[config.mk]
export PLATFORM = sky130hd
export DESIGN_NAME = akl_core_flat
export DESIGN_NICKNAME = d
export VERILOG_FILES = /design/src/rtl/akl_pkg.sv /design/src/rtl/akl_in_if.sv /design/src/rtl/akl_core.sv /design/src/flat_wrapper.sv
export VERILOG_INCLUDE_DIRS = /design/src /design/src/rtl
export SDC_FILE = /design/constraint.sdc
export NUM_CORES = 1
export LEC_CHECK = 0
export BUFFER_PORTS_ARGS = -buffer_cell sky130_fd_sc_hd__buf_4
export CAP_MARGIN = 40
export CORE_ASPECT_RATIO = 1.1
export CORE_MARGIN = 5
export CORE_UTILIZATION = 25
export DETAILED_ROUTE_END_ITERATION = 12
export SLEW_MARGIN = 20
export SYNTH_ARGS = -nofsm -noshare
export SYNTH_HDL_FRONTEND = slang
export SYNTH_SLANG_ARGS = --single-unit
[constraint.sdc]
create_clock -name clk -period 9.5 [get_ports clk]
set_input_delay 0.95 -clock clk [delete_from_list [all_inputs] [get_ports clk]]
set_output_delay 0.95 -clock clk [all_outputs]
set_load 0.005 [all_outputs]
[src/rtl/assert_macros.svh]
// ----------------------------------------------------------------------------
// assert_macros.svh
// Assertion macros shared by the serial adapter RTL.
// ----------------------------------------------------------------------------
`ifndef ASSERT_MACROS_SVH
`define ASSERT_MACROS_SVH

`ifndef NO_ASSERTIONS

// Check a property at every clock edge outside reset.
`define AKL_ASSERT(lbl, clk, rst_n, prop) \
	lbl: assert property (@(posedge clk) disable iff (!rst_n) (prop)) \
		else $error("assertion failed");

// When cond holds, expect holds in the next cycle.
`define AKL_ASSERT_NEXT(lbl, clk, rst_n, cond, expect_) \
	lbl: assert property (@(posedge clk) disable iff (!rst_n) (cond) |=> (expect_)) \
		else $error("assertion failed");

`else

`define AKL_ASSERT(lbl, clk, rst_n, prop)
`define AKL_ASSERT_NEXT(lbl, clk, rst_n, cond, expect_)

`endif

`endif

[src/rtl/akl_pkg.sv]
// ----------------------------------------------------------------------------
// akl_pkg
// Types and constants of the serial adapter with loopback and frame source.
// ----------------------------------------------------------------------------
`default_nettype none

package akl_pkg;

	// Receive ring: interleaved over four banks so that a tick can push a
	// looped byte and a whole frame at once. Depth is a power of two.
	localparam int RX_DEPTH = 64;
	localparam int RX_AW    = $clog2(RX_DEPTH);
	localparam int RX_BANKS = 4;
	localparam int RX_BW    = $clog2(RX_BANKS);
	localparam int RX_ROWS  = RX_DEPTH / RX_BANKS;
	localparam int RX_RW    = RX_AW - RX_BW;

	// Transmit ring, power-of-two depth
	localparam int TX_DEPTH = 32;
	localparam int TX_AW    = $clog2(TX_DEPTH);

	localparam int FRAME_PERIOD = 1024;
	localparam int FRAME_W      = $clog2(FRAME_PERIOD);
	localparam int FRAME_LEN    = 3;
	localparam int TICK_W       = 12;

	localparam int BAUD_W = 9;
	localparam logic [BAUD_W-1:0] BAUD_BASE  = 9'd32;
	localparam logic [BAUD_W-1:0] BAUD_RESET = 9'd256;

	localparam logic [7:0] FRAME_MARK    = 8'hF8;
	localparam logic [7:0] STATUS_RESET  = 8'h02;
	localparam logic [7:0] CONTROL_RESET = 8'h15;

	typedef enum logic [1:0] {
		OP_READ  = 2'd0,
		OP_WRITE = 2'd1,
		OP_TICK  = 2'd2,
		OP_ACK   = 2'd3
	} op_t;

	typedef enum logic [1:0] {
		REG_STATUS  = 2'd0,
		REG_CONTROL = 2'd1,
		REG_TXDATA  = 2'd2,
		REG_RXDATA  = 2'd3
	} reg_t;

	typedef struct packed {
		op_t        op;
		reg_t       addr;
		logic [7:0] wdata;
	} item_t;

	typedef struct packed {
		logic [7:0] rdata;
		logic       irq_now;
		logic [7:0] status_now;
	} result_t;

	// Receive ring write side: one port per bank
	typedef struct packed {
		logic [RX_BANKS-1:0]            we;
		logic [RX_BANKS-1:0][RX_RW-1:0] row;
		logic [RX_BANKS-1:0][7:0]       data;
	} rx_wr_t;

	typedef struct packed {
		logic             en;
		logic [RX_AW-1:0] addr;
	} rx_rd_t;

endpackage

`default_nettype wire

[src/rtl/akl_in_if.sv]
// ----------------------------------------------------------------------------
// akl_in_if
// Request channel: bus access, timer tick or interrupt acknowledge.
// ----------------------------------------------------------------------------
`default_nettype none

interface akl_in_if;
	logic       valid;
	logic       ready;
	logic [1:0] op;
	logic [1:0] addr;
	logic [7:0] wdata;

	modport source (output valid, output op, output addr, output wdata, input ready);
	modport sink (input valid, input op, input addr, input wdata, output ready);
endinterface

`default_nettype wire

[src/rtl/akl_core.sv]
// ----------------------------------------------------------------------------
// akl_core
// Request register and the single-pass update of registers, rings, baud
// counter, tick counter and interrupt flag.
// ----------------------------------------------------------------------------
`default_nettype none

`include "assert_macros.svh"

module akl_core (
	input  wire logic             clk,
	input  wire logic             arst_n,
	akl_in_if.sink                cmd,
	output logic                  res_valid,
	input  wire logic             res_ready,
	output akl_pkg::result_t      res_item,
	output akl_pkg::rx_wr_t       wr,
	output akl_pkg::rx_rd_t       rd,
	input  wire logic [7:0]       ring_rd
);
	import akl_pkg::*;

	// request stage
	logic  s1_v_q;
	item_t s1_q;
	logic  act;

	// state
	logic [4:0]        status_mid_q, status_mid_n;
	logic [7:0]        control_q, control_n;
	logic [7:0]        last_tx_q, last_tx_n;
	logic [7:0]        held_q, held_n;
	logic              from_mem_q, from_mem_n;
	logic [RX_AW-1:0]  rx_head_q, rx_head_n;
	logic [RX_AW-1:0]  rx_tail_q, rx_tail_n;
	logic [TX_AW-1:0]  tx_head_q, tx_head_n;
	logic [TX_AW-1:0]  tx_tail_q, tx_tail_n;
	logic [BAUD_W-1:0] baud_period_q, baud_period_n;
	logic [BAUD_W-1:0] baud_count_q, baud_count_n;
	logic [TICK_W-1:0] tick_q, tick_n;
	logic              irq_q, irq_n;
	logic [7:0]        tx_mem [TX_DEPTH];

	// datapath terms
	logic [RX_AW-1:0]  rx_count;
	logic [TX_AW-1:0]  tx_count;
	logic              rx_nonempty;
	logic              tx_empty;
	logic              tx_push;
	logic              is_tick;
	logic [7:0]        held_cur;
	logic [7:0]        rdata;
	logic [TICK_W-1:0] tick_inc;
	logic [BAUD_W-1:0] baud_dec;
	logic              baud_expire;
	logic              lb_take;
	logic              lb_push;
	logic [7:0]        lb_byte;
	logic              frame_hit;
	logic [RX_AW-1:0]  free0;
	logic [RX_AW-1:0]  free1;
	logic              frame_fit;
	logic [1:0]        frame_cnt;
	logic [2:0]        push_n;
	logic [7:0]        t_lo;
	logic [7:0]        t_hi;
	logic [7:0]        push_byte [RX_BANKS];

	assign act        = s1_v_q && res_ready;
	assign cmd.ready  = !s1_v_q || res_ready;
	assign res_valid  = s1_v_q;

	always_ff @(posedge clk or negedge arst_n) begin
		if (!arst_n) begin
			s1_v_q <= 1'b0;
		end else if (cmd.ready) begin
			s1_v_q <= cmd.valid;
		end
	end

	always_ff @(posedge clk) begin
		if (cmd.ready && cmd.valid) begin
			s1_q <= '{op: op_t'(cmd.op), addr: reg_t'(cmd.addr), wdata: cmd.wdata};
		end
	end

	assign rx_count    = rx_tail_q - rx_head_q;
	assign tx_count    = tx_tail_q - tx_head_q;
	assign rx_nonempty = rx_head_q != rx_tail_q;
	assign tx_empty    = tx_head_q == tx_tail_q;
	assign held_cur    = from_mem_q ? ring_rd : held_q;
	assign is_tick     = s1_q.op == OP_TICK;

	assign tx_push = act && s1_q.op == OP_WRITE && s1_q.addr == REG_TXDATA
		&& tx_count != TX_AW'(TX_DEPTH - 1);

	// timer tick: baud expiry moves one transmit byte, frame every period
	assign tick_inc    = tick_q + TICK_W'(1);
	assign baud_dec    = (baud_count_q != '0) ? baud_count_q - BAUD_W'(1) : baud_count_q;
	assign baud_expire = baud_dec == '0;
	assign lb_take     = baud_expire && !tx_empty;
	assign lb_byte     = tx_mem[tx_head_q];
	assign frame_hit   = tick_inc[FRAME_W-1:0] == '0;

	assign free0     = RX_AW'(RX_DEPTH - 1) - rx_count;
	assign lb_push   = lb_take && free0 != '0;
	assign free1     = free0 - RX_AW'(lb_push);
	assign frame_fit = free1 >= RX_AW'(FRAME_LEN);
	assign frame_cnt = !frame_hit ? 2'd0 : (frame_fit ? 2'(FRAME_LEN) : free1[1:0]);
	assign push_n    = {2'b00, lb_push} + {1'b0, frame_cnt};

	assign t_lo = {2'b00, tick_inc[5:0]};
	assign t_hi = {2'b00, tick_inc[11:6]};

	assign push_byte[0] = lb_push ? lb_byte : FRAME_MARK;
	assign push_byte[1] = lb_push ? FRAME_MARK : t_lo;
	assign push_byte[2] = lb_push ? t_lo : t_hi;
	assign push_byte[3] = t_hi;

	// byte j of the push lands in bank (tail + j) mod RX_BANKS
	for (genvar k = 0; k < RX_BANKS; k++) begin : g_wr
		logic [RX_BW-1:0] slot;
		logic [RX_AW-1:0] pos;

		assign slot       = RX_BW'(k) - rx_tail_q[RX_BW-1:0];
		assign pos        = rx_tail_q + RX_AW'(slot);
		assign wr.we[k]   = act && is_tick && ({1'b0, slot} < push_n);
		assign wr.row[k]  = pos[RX_AW-1:RX_BW];
		assign wr.data[k] = push_byte[slot];
	end

	always_comb begin
		status_mid_n  = status_mid_q;
		control_n     = control_q;
		last_tx_n     = last_tx_q;
		held_n        = held_q;
		from_mem_n    = from_mem_q;
		rx_head_n     = rx_head_q;
		rx_tail_n     = rx_tail_q;
		tx_head_n     = tx_head_q;
		tx_tail_n     = tx_tail_q;
		baud_period_n = baud_period_q;
		baud_count_n  = baud_count_q;
		tick_n        = tick_q;
		irq_n         = irq_q;
		rdata         = 8'h00;
		rd.en         = 1'b0;
		rd.addr       = rx_head_q;

		unique case (s1_q.op)
			OP_READ: begin
				unique case (s1_q.addr)
					REG_STATUS:  rdata = {irq_q, status_mid_q, tx_empty, rx_nonempty};
					REG_CONTROL: rdata = control_q;
					REG_TXDATA:  rdata = last_tx_q;
					REG_RXDATA: begin
						rdata = held_cur;
						// pop: holder follows the ring entry read out this cycle
						if (rx_nonempty) begin
							rd.en      = act;
							rx_head_n  = rx_head_q + RX_AW'(1);
							from_mem_n = 1'b1;
						end
					end
					default: rdata = 8'h00;
				endcase
			end
			OP_WRITE: begin
				unique case (s1_q.addr)
					REG_STATUS:  status_mid_n = s1_q.wdata[6:2];
					REG_CONTROL: begin
						control_n     = s1_q.wdata;
						baud_period_n = BAUD_BASE << s1_q.wdata[1:0];
						baud_count_n  = BAUD_BASE << s1_q.wdata[1:0];
					end
					REG_TXDATA: begin
						last_tx_n = s1_q.wdata;
						if (tx_push) begin
							tx_tail_n = tx_tail_q + TX_AW'(1);
						end
					end
					REG_RXDATA: begin
						held_n     = s1_q.wdata;
						from_mem_n = 1'b0;
					end
					default: ;
				endcase
				if (s1_q.wdata[7]) begin
					irq_n = 1'b1;
				end
			end
			OP_TICK: begin
				tick_n       = tick_inc;
				baud_count_n = baud_expire ? baud_period_q : baud_dec;
				if (lb_take) begin
					tx_head_n  = tx_head_q + TX_AW'(1);
					held_n     = lb_byte;
					from_mem_n = 1'b0;
					irq_n      = 1'b1;
				end
				if (frame_hit && frame_fit) begin
					irq_n = 1'b1;
				end
				rx_tail_n = rx_tail_q + RX_AW'(push_n);
			end
			OP_ACK: irq_n = 1'b0;
			default: ;
		endcase
	end

	assign res_item.rdata      = rdata;
	assign res_item.irq_now    = irq_n;
	assign res_item.status_now = {irq_n, status_mid_n, tx_head_n == tx_tail_n,
		rx_head_n != rx_tail_n};

	always_ff @(posedge clk or negedge arst_n) begin
		if (!arst_n) begin
			status_mid_q  <= STATUS_RESET[6:2];
			control_q     <= CONTROL_RESET;
			last_tx_q     <= 8'h00;
			held_q        <= 8'h00;
			from_mem_q    <= 1'b0;
			rx_head_q     <= '0;
			rx_tail_q     <= '0;
			tx_head_q     <= '0;
			tx_tail_q     <= '0;
			baud_period_q <= BAUD_RESET;
			baud_count_q  <= BAUD_RESET;
			tick_q        <= '0;
			irq_q         <= 1'b0;
		end else if (act) begin
			status_mid_q  <= status_mid_n;
			control_q     <= control_n;
			last_tx_q     <= last_tx_n;
			held_q        <= held_n;
			from_mem_q    <= from_mem_n;
			rx_head_q     <= rx_head_n;
			rx_tail_q     <= rx_tail_n;
			tx_head_q     <= tx_head_n;
			tx_tail_q     <= tx_tail_n;
			baud_period_q <= baud_period_n;
			baud_count_q  <= baud_count_n;
			tick_q        <= tick_n;
			irq_q         <= irq_n;
		end
	end

	always_ff @(posedge clk) begin
		if (tx_push) begin
			tx_mem[tx_tail_q] <= s1_q.wdata;
		end
	end

	`AKL_ASSERT(a_baud_nonzero, clk, arst_n, baud_count_q != '0)
	`AKL_ASSERT(a_tx_no_overrun, clk, arst_n, !tx_push || tx_count != TX_AW'(TX_DEPTH - 1))
	`AKL_ASSERT_NEXT(a_ack_clears_irq, clk, arst_n, act && s1_q.op == OP_ACK, !irq_q)
	`AKL_ASSERT_NEXT(a_pop_sets_holder_src, clk, arst_n, rd.en, from_mem_q)

endmodule

`default_nettype wire

[src/flat_wrapper.sv]
// flat-port wrapper written by rule: the top's interface ports become plain ports
module akl_core_flat import akl_pkg::*;
  (clk, arst_n, res_valid, res_ready, res_item, wr, rd, ring_rd, cmd_valid, cmd_op, cmd_addr, cmd_wdata, cmd_ready);
  akl_in_if cmd_i ();
  input  wire logic clk;
  input  wire logic arst_n;
  output logic res_valid;
  input  wire logic res_ready;
  output akl_pkg::result_t res_item;
  output akl_pkg::rx_wr_t wr;
  output akl_pkg::rx_rd_t rd;
  input  wire logic [7:0] ring_rd;
  input wire logic [$bits(cmd_i.valid)-1:0] cmd_valid;
  input wire logic [$bits(cmd_i.op)-1:0] cmd_op;
  input wire logic [$bits(cmd_i.addr)-1:0] cmd_addr;
  input wire logic [$bits(cmd_i.wdata)-1:0] cmd_wdata;
  output wire logic [$bits(cmd_i.ready)-1:0] cmd_ready;
  assign cmd_i.valid = cmd_valid;
  assign cmd_i.op = cmd_op;
  assign cmd_i.addr = cmd_addr;
  assign cmd_i.wdata = cmd_wdata;
  assign cmd_ready = cmd_i.ready;
  akl_core u_core (.clk(clk), .arst_n(arst_n), .cmd(cmd_i), .res_valid(res_valid), .res_ready(res_ready), .res_item(res_item), .wr(wr), .rd(rd), .ring_rd(ring_rd));
endmodule
==> run metrics <==
Metal-1 WL=18800 um; length of the first detailed-routing pass in iterations=5; Most used DFF post-synth=edfxtp_1; timing-limited maximum frequency=127 MHz; Register-to-Register Setup Slack=around 3.8 ns; class of the tightest hold or removal check=in -> async; number of gates resized after cts=0; cell count of the worst reg-to-reg path=22; Sequential Area=10000 sq um; highest metal layer with signal wires=met4; Max clock buf depth=3; startpoint type of the worst setup path=flip-flop; CORE AREA=68900 sq um; weighted congestion at the end of routability-driven global placement=0.831; worst setup path class=reg -> out; synthesized-area fraction occupied by and/or/nand/nor cells=9.77%; hold bufs inserted after CTS=0; Layout Cell Area excl Fill=20500 sq um; part of the power in registers=between 30% and 40%; vias per cell=between 4 and 5; fin nets=1428; Total GRT Usage=11.4%; Worst Path Buf+Inv=3; most frequent standard cell in the layout excluding fill and tap cells=edfxtp_1; synthesized-area fraction occupied by ao, oa, aoi and oai cells=under 10%; deepest level of the CTS H-tree=2; status=finished clean; commonest cells after routing, fill and taps aside=268 x edfxtp_1, 127 x buf_4, 123 x nand2_1, 110 x nor2_1, 85 x mux4_2; Port Buffer Count=101; portion of netlist area occupied by mux cells=14.6%; count of flip-flops with a built-in enable after synthesis=about 270; switching power=0.00182 W; number of different library cells in the post-synthesis netlist=82; kind of capture point of the worst setup path=primary output; part of the power in combinational logic=38.7%; Syn Area/Cell=13.8 sq um; Antenna Nets Post-Route=0; overall die width=~260 um; total of flip-flops plus latches after synthesis=347; Overflow after GRT=0; clk slew on worst S/H paths=0.06 ns; Die Ht=286 um; Total Die Area=74600 sq um; Iteration-0 DRC Markers=765; share of the yosys chip area belonging to registers=57.9%; global-route wire length before repair=between 60000 and 70000 um; clock tree from TritonCTS=built; combinational family with the most area after synthesis=multiplexers; headroom to the max-slew limit=45.5%; warning count from the yosys run=0; arithmetic-cell share of the synthesized area counting full adders, half adders and majority gates=3.31%; CTS buffer count=38; endpoint required time on the critical path=approximately 8.6 ns; post-route clock period utilization=82.7%; Post-Syn Instances=1259; drt drc=0; Antenna Diode Count=0; gate family responsible for the most delay along the worst path=compound AO/OA/AOI/OAI gates; initial core utilization=25.1%; setup repair after global routing missed its margin=false; r2r endpoint=u_core.rx_tail_q[5]$_DFFE_PN0P_; total wire length after detailed routing=around 44000 um; I/O Pins=102; Post-Syn Nets=1327; Post-Synthesis Cell Area=17300 sq um; half-perimeter wire length of the detailed placement result=30300 um; Internal Power=between 0.003 and 0.004 W; crit-path max FO=20; share of final-layout standard cells stronger than drive strength 1=24.3%; Slew @ Worst Pin=a little over 0.8 ns; clock tree sinks=between 300 and 400; area used by multi-input combinational logic=6830 sq um; sum of met2 wire segment lengths after detailed routing=21600 um; Max stage delay cell, worst path=inv_1; worst skew pair latency=0.53 ns; IR Drop Worst-Case VDD=0.000157 V; clock tree root buffer cell=clkbuf_16; hold slack=0.252 ns; setup TNS=0 ns; number of pins with negative max-slew slack in the final report=0; Crit Reg-Reg Startpoint=u_core.rx_tail_q[1]$_DFFE_PN0P_; number of maximum-capacitance violations=0; Fillers=just under 7000; Post-CTS Setup Inserts=0; highest cell delay on the worst timing path=0.59 ns; layout-stage area growth over the synthesis result=18.3%; Final setup viols=0; CP dominant cell by count=ha_1; vias in the first global route=11150; number of antenna violations at the first check in global routing=0; Clock power frac=26.8%; data arrival at the endpoint of the critical path=slightly below 7 ns; placement-stage cell area=19200 sq um; power density over the cells=261 nW/um^2; async set or reset register ratio after synthesis=roughly 23%; count of standard-cell rows=101; switching portion of total power=34.1%; clock period minus worst slack=about 7.9 ns; Routed wire per std cell=18.9 um; Lkg Pwr=7.44 nW; Met3 Wirelength=2540 um; largest net degree at the start of global routing=55; parity-gate share of the synthesized area counting xor and xnor cells=4.92%; via count=11010; final count of hold timing violations=0; Worst Skew=0.0163 ns
through the flow:
step / utilization, % / setup slack, ns / instances / power, W
final: 29.7 / 1.64 / 2317 / 0.00534
after global placement: 27.7 / 2.46 / 2231 / 0.00384
after CTS: 29.6 / 1.73 / 2307 / 0.00537
after detailed placement: 27.9 / 2.32 / 2237 / 0.00393
after global routing: 29.7 / 1.25 / 2317 / 0.00564
after floorplan: - / 3.06 / 1259 / 0.00320
registers in the layout, summed over array words and instances, names as in the netlist, 8 cells and up:
signal,count
u_core.held_q,8
u_core.control_q,8
u_core.tick_q,12
u_core.s1_q,12
u_core.baud_count_q,9
u_core.tx_mem,256
u_core.last_tx_q,8
layout make-up:
cell class | instances | area share, %
Clock inverter | 21 | 1.00
Tap cell | 927 | 5.66
Timing Repair Buffer | 135 | 5.38
Sequential cell | 347 | 49.0
Multi-Input combinational cell | 800 | 33.3
Inverter | 38 | 0.696
Clock buffer | 49 | 4.95
metal layers:
layer	global-route usage [%]	vias up
li1	-	4963
met1	15.2	5625
met2	19.4	372
met3	1.77	50
met4	2.64	0
met5	0	-
kinds of logic (layout without fill, tap and decap cells):
| family | Yosys count | after routing |
|---|---|---|
| and+or+nand+nor | 358 | 358 |
| DFF | 347 | 347 |
| AOI/OAI and AO/OA | 172 | 172 |
| muxes | 140 | 140 |
| buffers and inverters | 112 | 243 |
| xor gates and xnor gates | 86 | 86 |
| adders and majority gates | 44 | 44 |
how the worst max path moves through the flow:
stage / startpoint / endpoint / slack, ns / cells after the start
floorplan: u_core.rx_tail_q[0]$_DFFE_PN0P_ / res_item[0] / 3.06 / 26
global route: u_core.rx_tail_q[1]$_DFFE_PN0P_ / res_item[0] / 1.25 / 25
detailed placement: u_core.rx_tail_q[1]$_DFFE_PN0P_ / res_item[0] / 2.32 / 25
global placement: u_core.rx_tail_q[1]$_DFFE_PN0P_ / res_item[0] / 2.46 / 25
finish: u_core.rx_tail_q[1]$_DFFE_PN0P_ / res_item[0] / 1.64 / 25
CTS: u_core.rx_tail_q[1]$_DFFE_PN0P_ / res_item[0] / 1.73 / 25
Yosys cell counts (20+ instances only):
cell type / count / area, sq um
o21ai_0: 38 / 190
mux2i_1: 23 / 230
mux4_2: 85 / 1910
nand3_1: 20 / 100
xor2_1: 32 / 280
xnor2_1: 47 / 412
nand2_1: 123 / 462
nor2_1: 110 / 413
inv_1: 37 / 139
nor3_1: 28 / 140
a21oi_1: 42 / 210
edfxtp_1: 268 / 8050
clkbuf_1: 49 / 184
dfrtp_1: 74 / 1850
mux2_2: 24 / 270
ha_1: 41 / 513
power groups by stage:
| stage | Clock, W | Sequential [W] | Combinational, W |
|---|---|---|---|
| after global routing | 0.00154 | 0.00186 | 0.00224 |
| after global placement | 0 | 0.00187 | 0.00197 |
| after detailed placement | 0 | 0.00187 | 0.00205 |
| after CTS | 0.00147 | 0.00184 | 0.00206 |
| after floorplan | 0 | 0.00182 | 0.00138 |
| final | 0.00143 | 0.00184 | 0.00206 |
(Power assumes the default switching activity.)
